<file path="src/design/pthc_pkg.sv">
package pthc_pkg;

  localparam int unsigned DW = 64;
  localparam int unsigned HW = DW / 2;

  localparam logic [1:0] ACT_TEMP  = 2'd0;
  localparam logic [1:0] ACT_PRESS = 2'd1;
  localparam logic [1:0] ACT_HUM   = 2'd2;
  localparam logic [1:0] ACT_NONE  = 2'd3;

  localparam logic [2:0] REG_CALIB_TEMP    = 3'd0;
  localparam logic [2:0] REG_CALIB_PRESS_A = 3'd1;
  localparam logic [2:0] REG_CALIB_PRESS_B = 3'd2;
  localparam logic [2:0] REG_CALIB_PRESS_C = 3'd3;
  localparam logic [2:0] REG_CALIB_HUM     = 3'd4;

  typedef logic [DW-1:0] word64_t;
  typedef logic [31:0]   word32_t;

  function automatic word64_t sx16_64(input logic [15:0] v);
    sx16_64 = {{48{v[15]}}, v};
  endfunction

  function automatic word64_t sx32_64(input logic [31:0] v);
    sx32_64 = {{32{v[31]}}, v};
  endfunction

endpackage

</file>
<file path="src/design/pthc_div.sv">
// signed 64-bit divide, truncating, one quotient bit a cycle
module pthc_div import pthc_pkg::*; (
  input  logic    clk,
  input  logic    rst_n,
  input  logic    start,
  input  word64_t num,
  input  word64_t den,
  output logic    done,
  output word64_t quo
);

  word64_t    a_r, b_r, rem_r, quo_r;
  logic [5:0] cnt_r;
  logic       busy_r, fin_r, done_r, neg_r;
  logic [DW:0] rem_sh, diff;

  assign rem_sh = {rem_r, a_r[DW-1]};
  assign diff   = rem_sh - {1'b0, b_r};

  always_ff @(posedge clk) begin
    if (!rst_n) begin
      busy_r <= 1'b0;
      fin_r  <= 1'b0;
      done_r <= 1'b0;
      cnt_r  <= '0;
    end else begin
      done_r <= 1'b0;
      if (start) begin
        a_r    <= num[DW-1] ? (word64_t'(0) - num) : num;
        b_r    <= den[DW-1] ? (word64_t'(0) - den) : den;
        neg_r  <= num[DW-1] ^ den[DW-1];
        rem_r  <= '0;
        cnt_r  <= '0;
        busy_r <= 1'b1;
      end else if (busy_r) begin
        if (!diff[DW]) begin
          rem_r <= diff[DW-1:0];
          a_r   <= {a_r[DW-2:0], 1'b1};
        end else begin
          rem_r <= rem_sh[DW-1:0];
          a_r   <= {a_r[DW-2:0], 1'b0};
        end
        cnt_r <= cnt_r + 6'd1;
        if (cnt_r == 6'(DW - 1)) begin
          busy_r <= 1'b0;
          fin_r  <= 1'b1;
        end
      end else if (fin_r) begin
        quo_r  <= neg_r ? (word64_t'(0) - a_r) : a_r;
        fin_r  <= 1'b0;
        done_r <= 1'b1;
      end
    end
  end

  assign done = done_r;
  assign quo  = quo_r;

endmodule

</file>
<file path="config.mk">
export PLATFORM = sky130hd
export DESIGN_NAME = pthc_div
export DESIGN_NICKNAME = d
export VERILOG_FILES = /design/src/design/pthc_pkg.sv /design/src/design/pthc_div.sv
export SDC_FILE = /design/constraint.sdc
export NUM_CORES = 1
export LEC_CHECK = 0
export ABC_AREA = 1
export BUFFER_PORTS_ARGS = -buffer_cell sky130_fd_sc_hd__buf_2
export CAP_MARGIN = 10
export CORE_ASPECT_RATIO = 0.75
export CORE_MARGIN = 4
export CORE_UTILIZATION = 25
export CTS_CLUSTER_DIAMETER = 100
export DETAILED_ROUTE_END_ITERATION = 8
export GPL_TIMING_DRIVEN = 1
export PLACE_DENSITY = 0.43
export SYNTH_ARGS = -nofsm -noshare
export SYNTH_HDL_FRONTEND = slang
export SYNTH_SLANG_ARGS = --single-unit
</file>
<file path="constraint.sdc">
create_clock -name clk -period 10.3 [get_ports clk]
set_clock_uncertainty 0.2 [all_clocks]
set_input_delay 0.515 -clock clk [delete_from_list [all_inputs] [get_ports clk]]
set_output_delay 0.515 -clock clk [all_outputs]
set_load 0.01 [all_outputs]
</file>
==> results_dict.tcl <==
set metrics [dict create \
    status "finished, final reports clean" \
    grt_pass1_vias 20000 \
    clock.fmax_ghz 0.289 \
    layout_commonest_cell "nand2_1" \
    final_max_slew_viol_count 0 \
    synth_cell_type_count 48 \
    clk_latency_ns 0.55 \
    pin_count 196 \
    synth-simple-area-share_pct 36.9 \
    final_nets 3763 \
    setup_violations 0 \
    synthMuxAreaShare_pct 0 \
    synthAdderAreaFrac_pct 3.88 \
    dr_total_vias 21900 \
    cts_buffers 34 \
    finalCritPeriodShare_pct 33.5 \
    synthToLayoutAreaGrowth_pct 15.4 \
    synth_area_per_cell_um2 6.64 \
    drc 0 \
    crit_chain "ha_1 > nand2_1 > nor2_1 > nand2_1 > nor3_2 > nand2_4 > nand2_4 > nand2_2 > nand2_4 > nand2_1 > nand2_1 > nor2_1" \
    min_path_type "in -> reg" \
    max-vdd-ir-drop_v 0.000107 \
    wire_per_inst_um 19.3 \
    worstMarginPinSlew_ns 0.958 \
    required_ns 10.39 \
    portBuffers 195 \
    drt_pass1_iterations 6 \
    ant_nets 0 \
    cts_setup_buffers 0 \
    synth_xor_area_share_pct 6.84 \
    finalHoldViolations 0 \
    dp_hpwl_um 77300 \
    cts_hold_buf 0 \
    grt_pass1_wl_um 134000 \
    viasPerCell 4.56 \
    worstSetupStartpointType "register" \
    cts.reportedPaths.clkPinSlew_ns 0.06 \
    crit_type "reg -> reg" \
    yosysSeqAreaShare_pct 35.2 \
    synth_top_family_by_area "simple AND/OR/NAND/NOR gates" \
    drive_gt1_share_pct 9.31 \
    place_area_um2 24700 \
    initial_utilization_pct 25.4 \
    die_height_um 267 \
    netlist_instances 3379 \
    pre_cts_slack_ns 6.84 \
    drt_iter0_markers 2372 \
    chipWidth_um 354 \
    track_usage_pct 19.0 \
    synth_compound_area_share_pct 5.68 \
    place_congestion 0.973 \
    synth_fp_nets 3579 \
    clockRootBuffer "clkbuf_16" \
    rsz0062_at_grt "false" \
    overflow 0 \
    cpMostUsedCell "nand2_1" \
    critPathCaptureType "register" \
    fin_util_pct 29.3 \
    ys_seq_elements 266 \
    antenna_found_initial 6 \
    clock_sink_count 266 \
    leakage_uw 0.0123 \
    power_per_cell_area_nw_per_um2 147 \
    crit_path_top_delay_cell "edfxtp_1" \
    cp_max_fo 61 \
    cts_tree "yes" \
    min_period_ns 3.45 \
    ctsLongestPathBuffers 3 \
    crit_arrival_ns 3.54 \
    mostFrequentLayoutCells "1098 x nand2_1, 589 x inv_1, 459 x nor2_1" \
    max_cap_violations 0 \
    routed_wl_um 92300 \
    synth_warnings 0 \
    setup_slack_ns 6.85 \
    grt_max_degree 131 \
    core_area_um2 88300 \
    ctsResizeCount 0 \
    cpPeakStageDelay_ns 0.55 \
    ctsHtreeMaxLevel 2 \
    slew_headroom_pct 36.1 \
    design_area_um2 25900 \
    synthesis.area_um2 22400 \
    core.rowCount 94 \
    dieArea_um2 94600 \
    finalSetupTns_ns 0 \
]
cell families after synthesis:
logic type,count (synthesis)
simple gates,1972
buf+inv,662
flops,266
compound gates,235
xor+xnor,175
fa+ha+maj,69
synthesized netlist by cell type, drive strengths merged:
library cell / number / area, um^2
o211ai: 3 / 22.5
clkinv: 2 / 7.51
dfxtp: 9 / 180
clkbuf: 31 / 116
xor2: 140 / 1230
nand3b: 19 / 143
xnor2: 35 / 307
a41oi: 1 / 8.76
ha: 68 / 851
nor3: 52 / 270
nor3b: 3 / 22.5
or2: 16 / 100
nor4: 18 / 113
o21ai: 129 / 661
nand4: 80 / 507
fa: 1 / 20.0
o21bai: 7 / 52.6
inv: 602 / 2260
buf: 27 / 196
a21boi: 1 / 7.51
edfxtp: 257 / 7720
and3: 2 / 12.5
nand3: 188 / 961
nor2: 480 / 1880
a31oi: 10 / 62.6
nand2: 1112 / 4250
o31ai: 7 / 57.6
a21oi: 77 / 400
and2: 2 / 12.5
layer usage:
layer	vias up	GRT usage, %	part of all wire [%]
met1	10100	31.2	54
met2	701	24.2	36
met5	-	0	0.014
met4	2	4.40	2.1
li1	11000	-	-
met3	80	3.98	7.8
stage by stage:
stage	cells	hold slack, ns	total power [uW]
3_3_place_gp	4727	0.240	2550
4_1_cts	4789	0.0516	3830
6_report	4793	0.0909	3810
5_1_grt	4789	0.0533	4040
3_5_place_dp	4727	0.240	2540
2_1_floorplan	3379	0.223	2150
where the power goes:
part           switching, uW  internal [uW]
registers               61.9           1300
clock network            511            762
logic                    838            343
total                   1410           2400
final timing paths:
kind                                 from        end  slack, ns  cells past startpoint
worst max-delay path            rem_r[48]  rem_r[54]       6.85                     12
worst min-delay path              den[20]    b_r[20]       0.09                      2
worst max register to register  rem_r[48]  rem_r[54]       6.85                     12
worst min register to register   cnt_r[5]   cnt_r[5]       0.25                      2
registers in the layout, indices dropped and copies added, names as in the netlist, 6 cells and up:
signal	count
rem_r	64
cnt_r	6
b_r	64
a_r	64
quo	64
worst max-delay path: cells and delay by family, from the launching register on:
family,cells,cell delay (ns)
fa+ha+maj,1,0.51
simple gates,11,1.87
flops,1,0.55
layout make-up:
cell class / instances / area, um^2
clock inverters: 26 / 304
repair buffers: 206 / 1070
inverters: 604 / 2270
well taps: 1200 / 1500
fillers: 9960 / 62500
flip-flops and latches: 266 / 7900
multi-input cells: 2451 / 12000
diodes: 4 / 10.0
clock buffers: 36 / 858
Power figures use the tool's default switching activity.
