`config.mk`:
```
export PLATFORM = sky130hd
export DESIGN_NAME = pthc_mul
export DESIGN_NICKNAME = d
export VERILOG_FILES = /design/src/design/pthc_pkg.sv /design/src/design/pthc_mul.sv
export SDC_FILE = /design/constraint.sdc
export NUM_CORES = 2
export LEC_CHECK = 0
export ABC_AREA = 1
export BUFFER_PORTS_ARGS = -buffer_cell sky130_fd_sc_hd__buf_2
export CAP_MARGIN = 30
export CORE_MARGIN = 8
export CORE_UTILIZATION = 55
export CTS_CLUSTER_DIAMETER = 120
export DETAILED_ROUTE_END_ITERATION = 10
export MAX_ROUTING_LAYER = met4
export PLACE_DENSITY_LB_ADDON = 0.08
export SKIP_CTS_REPAIR_TIMING = 1
export SLEW_MARGIN = 20
export SYNTH_ARGS = -nofsm -noshare
export SYNTH_HDL_FRONTEND = slang
export SYNTH_SLANG_ARGS = --single-unit
```
`constraint.sdc`:
```
create_clock -name clk -period 16 [get_ports clk]
set_input_delay 1.6 -clock clk [delete_from_list [all_inputs] [get_ports clk]]
set_output_delay 1.6 -clock clk [all_outputs]
set_load 0.1 [all_outputs]
```
`src/design/pthc_pkg.sv`:
```
package pthc_pkg;

  localparam int unsigned DW = 64;
  localparam int unsigned HW = DW / 2;

  localparam logic [1:0] ACT_TEMP  = 2'd0;
  localparam logic [1:0] ACT_PRESS = 2'd1;
  localparam logic [1:0] ACT_HUM   = 2'd2;
  localparam logic [1:0] ACT_NONE  = 2'd3;

  localparam logic [2:0] REG_CALIB_TEMP    = 3'd0;
  localparam logic [2:0] REG_CALIB_PRESS_A = 3'd1;
  localparam logic [2:0] REG_CALIB_PRESS_B = 3'd2;
  localparam logic [2:0] REG_CALIB_PRESS_C = 3'd3;
  localparam logic [2:0] REG_CALIB_HUM     = 3'd4;

  typedef logic [DW-1:0] word64_t;
  typedef logic [31:0]   word32_t;

  function automatic word64_t sx16_64(input logic [15:0] v);
    sx16_64 = {{48{v[15]}}, v};
  endfunction

  function automatic word64_t sx32_64(input logic [31:0] v);
    sx32_64 = {{32{v[31]}}, v};
  endfunction

endpackage

```
`src/design/pthc_mul.sv`:
```
// low 64 bits of a 64x64 product from one 32x32 unsigned multiplier
module pthc_mul import pthc_pkg::*; (
  input  logic    clk,
  input  logic    rst_n,
  input  logic    start,
  input  word64_t a,
  input  word64_t b,
  output logic    done,
  output word64_t p
);

  word64_t      a_r, b_r, prod_r, acc_r;
  logic [1:0]   phase_r;
  logic         busy_r, done_r;
  logic [HW-1:0] opx, opy;
  word64_t      mul_out;

  always_comb begin
    case (phase_r)
      2'd1: begin
        opx = a_r[HW-1:0];
        opy = b_r[DW-1:HW];
      end
      2'd2: begin
        opx = a_r[DW-1:HW];
        opy = b_r[HW-1:0];
      end
      default: begin
        opx = a_r[HW-1:0];
        opy = b_r[HW-1:0];
      end
    endcase
  end

  assign mul_out = opx * opy;

  always_ff @(posedge clk) begin
    if (!rst_n) begin
      busy_r  <= 1'b0;
      done_r  <= 1'b0;
      phase_r <= 2'd0;
    end else begin
      done_r <= 1'b0;
      if (start) begin
        a_r     <= a;
        b_r     <= b;
        busy_r  <= 1'b1;
        phase_r <= 2'd0;
      end else if (busy_r) begin
        phase_r <= phase_r + 2'd1;
        case (phase_r)
          2'd0: prod_r <= mul_out;
          2'd1: begin
            acc_r  <= prod_r;
            prod_r <= mul_out;
          end
          2'd2: begin
            acc_r[DW-1:HW] <= acc_r[DW-1:HW] + prod_r[HW-1:0];
            prod_r         <= mul_out;
          end
          default: begin
            acc_r[DW-1:HW] <= acc_r[DW-1:HW] + prod_r[HW-1:0];
            busy_r         <= 1'b0;
            done_r         <= 1'b1;
          end
        endcase
      end
    end
  end

  assign done = done_r;
  assign p    = acc_r;

endmodule

```
==> impl_metrics.yaml <==
status:
  status: "complete, no violations"
setup_path:
  path_class: "reg2reg"
  endpoint_kind: "flop"
  worstPathArrival_ns: 10.26
  required_ns: 16.42
  worstSetupStartpointType: "flop"
  critical_path_peak_fanout: 54
synthesis:
  syn_nets: 6782
  synthCells: 5456
  yosys-top-cells-count: "inv_1 (1,356), nand2_1 (1,335), fa_1 (897), nor2_1 (677), ha_1 (298)"
  ys_seq_area_frac: 0.169
  yosys_warnings: 0
  synth_ff_type: "edfxtp_1"
  synth_cell_type_count: 37
  synth_edf_count: 256
  yosysMostFrequentCell: "inv_1"
  synth_top_area_share: 0.390
  synth-seq-cells: 260
  avgSynthCellArea_um2: 8.43
  synthArstFlopShare: 0
  yosys.area.top_type: "fa_1"
  synth_area_leaders: "fa_1 (39%), edfxtp_1 (17%), inv_1 (11%), nand2_1 (11%), ha_1 (8.1%)"
  synthesis.area_um2: 46000
detailed_routing:
  ant_nets: 0
  vias: 36200
  drtIter0Drc: 3327
  highest-signal-layer: "met4"
  wl_met3_um: 14900
  wl_per_cell_um: 22.9
  drt_pass1_iterations: 6
  wl_met1_um: 61000
  via_per_inst: 5.42
  met2_length_um: 67600
  wirelength_um: 153000
  route.detailed.drc: 0
timing:
  slew_headroom: 0.271
  fin_crit_sh: 0.615
  hold_viol_final: 0
  setup_viol: 0
  tns_ns: 0
  fmax_ghz: 0.102
  max_slew.worst_pin.slew_ns: 1.09
  min_period_ns: 9.84
  finClkSkew_ns: 0.0371
  rsz0062_at_grt: "no"
  slew_viol_final: 0
layout:
  syn_to_final_growth_pct: 6.52
  num-fill-cells: 7665
  fin_nets: 6902
  drive_above_1_share: 0.0881
global_routing:
  track_usage: 0.337
  grt_pass1_vias: 36600
  grt_overflow_total: 0
  grt_max_degree: 78
  grt_pass1_wl_um: 228000
  antenna_found_initial: 1
place:
  place.port_buffers: 195
  hpwlAfterDp_um: 122000
  gp_congestion: 1.06
clock_tree:
  clockBufferDepth: 3
  insertion_delay_ns: 0.62
  clock-root-buffer: "clkbuf_16"
  h-tree-depth: 1
  cts_tree: "yes"
  cts.clk_slew.worst_paths_ns: 0.06
  numCtsBuffers: 31
  cts_sinks: 260
die:
  fp-row-count: 106
  design.core.area_um2: 83300
  num_io_pins: 196
  start_util: 0.552
  dieArea_um2: 93100
  die_w_um: 305
  die_y_um: 305
hold_path:
  hp-class: "reg2reg"
run:
  drv_cap: 0
sequential cells by signal (all words and copies together), names as in the netlist:
name,count
prod_r,64
busy_r,1
p,64
a_r,64
b_r,64
phase_r,2
done,1
routing by layer:
metal,GRT usage,vias to the layer above
met1,0.445,17800
met2,0.510,1890
met5,-,-
met4,0.150,0
met3,0.0644,463
li1,-,16000
critical path, cell delays in order (launching register included):
cell,delay (ns)
dfxtp_1,0.35
inv_1,0.14
ha_4,0.53
buf_4,0.76
o21ai_1,0.15
buf_4,0.28
inv_1,0.70
nor2_1,0.17
fa_1,0.57
inv_1,0.06
fa_1,0.53
inv_1,0.06
fa_1,0.49
fa_1,0.68
fa_1,0.52
fa_1,0.48
fa_1,0.50
inv_1,0.05
fa_1,0.47
inv_1,0.04
ha_1,0.36
nand2_1,0.15
nor2_2,0.34
inv_1,0.11
nor2_1,0.39
a21oi_1,0.16
nand2_2,0.19
xor2_1,0.31
final cells by class:
| class | instances | area (µm²) | area share |
|---|---|---|---|
| Clock buffer | 35 | 791 | 0.0161 |
| Antenna cell | 1 | 2.50 | 0.0000511 |
| Timing Repair Buffer | 255 | 1470 | 0.0299 |
| Clock inverter | 19 | 268 | 0.00547 |
| Tap cell | 1080 | 1350 | 0.0276 |
| Multi-Input combinational cell | 3615 | 32000 | 0.654 |
| Inverter | 1413 | 5310 | 0.108 |
| Sequential cell | 260 | 7770 | 0.159 |
metrics by stage:
stage / setup WS [ns] / hold slack, ns / cell area, µm² / utilization / std cells
after floorplan: 8.95 / 0.431 / 46000 / - / 5456
after global placement: 6.17 / 0.458 / 47900 / 0.575 / 6620
after detailed placement: 6.18 / 0.459 / 47900 / 0.575 / 6621
after CTS: 6.17 / 0.474 / 49000 / 0.588 / 6675
final: 6.16 / 0.476 / 49000 / 0.588 / 6678
after global routing: 5.87 / 0.480 / 49000 / 0.588 / 6678
cell families (layout without fill, tap and decap cells):
kind of cell,Yosys count,count (layout),share of synthesized area
and+or+nand+nor,2207,2207,0.189
buffers and inverters,1581,1722,0.136
adders and majority gates,1195,1195,0.472
DFF,260,260,0.169
AOI/OAI and AO/OA,169,169,0.0258
xor gates and xnor gates,44,44,0.00838
other,0,1,0
path summary, 6_finish.rpt:
path,start,cells past startpoint,slack [ns],to
setup / recovery,phase_r[1]$_SDFFE_PN0P_,27,6.16,prod_r[31]$_DFFE_PP_
hold reg to reg,prod_r[30]$_DFFE_PP_,0,0.48,p[30]$_DFFE_PP_
hold / removal,prod_r[30]$_DFFE_PP_,0,0.48,p[30]$_DFFE_PP_
setup reg to reg,phase_r[1]$_SDFFE_PN0P_,27,6.16,prod_r[31]$_DFFE_PP_
cells in the final DEF (no fill, tap or decap), types with 5 or more instances in the layout:
cell type and n:
a21oi_1 69, buf_2 195, buf_4 57, bufinv_16 5, clkbuf_16 31, edfxtp_1 256, fa_1 897, ha_1 296
inv_1 1355, inv_2 56, nand2_1 1335, nand2_2 13, nand3_1 89, nand3b_1 5, nand4_1 13, nor2_1 674
nor2_2 35, nor3_1 17, nor3_2 8, o21ai_0 18, o21ai_1 9, o21ai_2 43, o21ai_4 16, o21bai_1 11
or2_2 8, xnor2_1 11, xor2_1 33
Power is left out: the tool's default activity adds up to more than one toggle a clock period on the data nets, which glitch-free logic cannot reach.
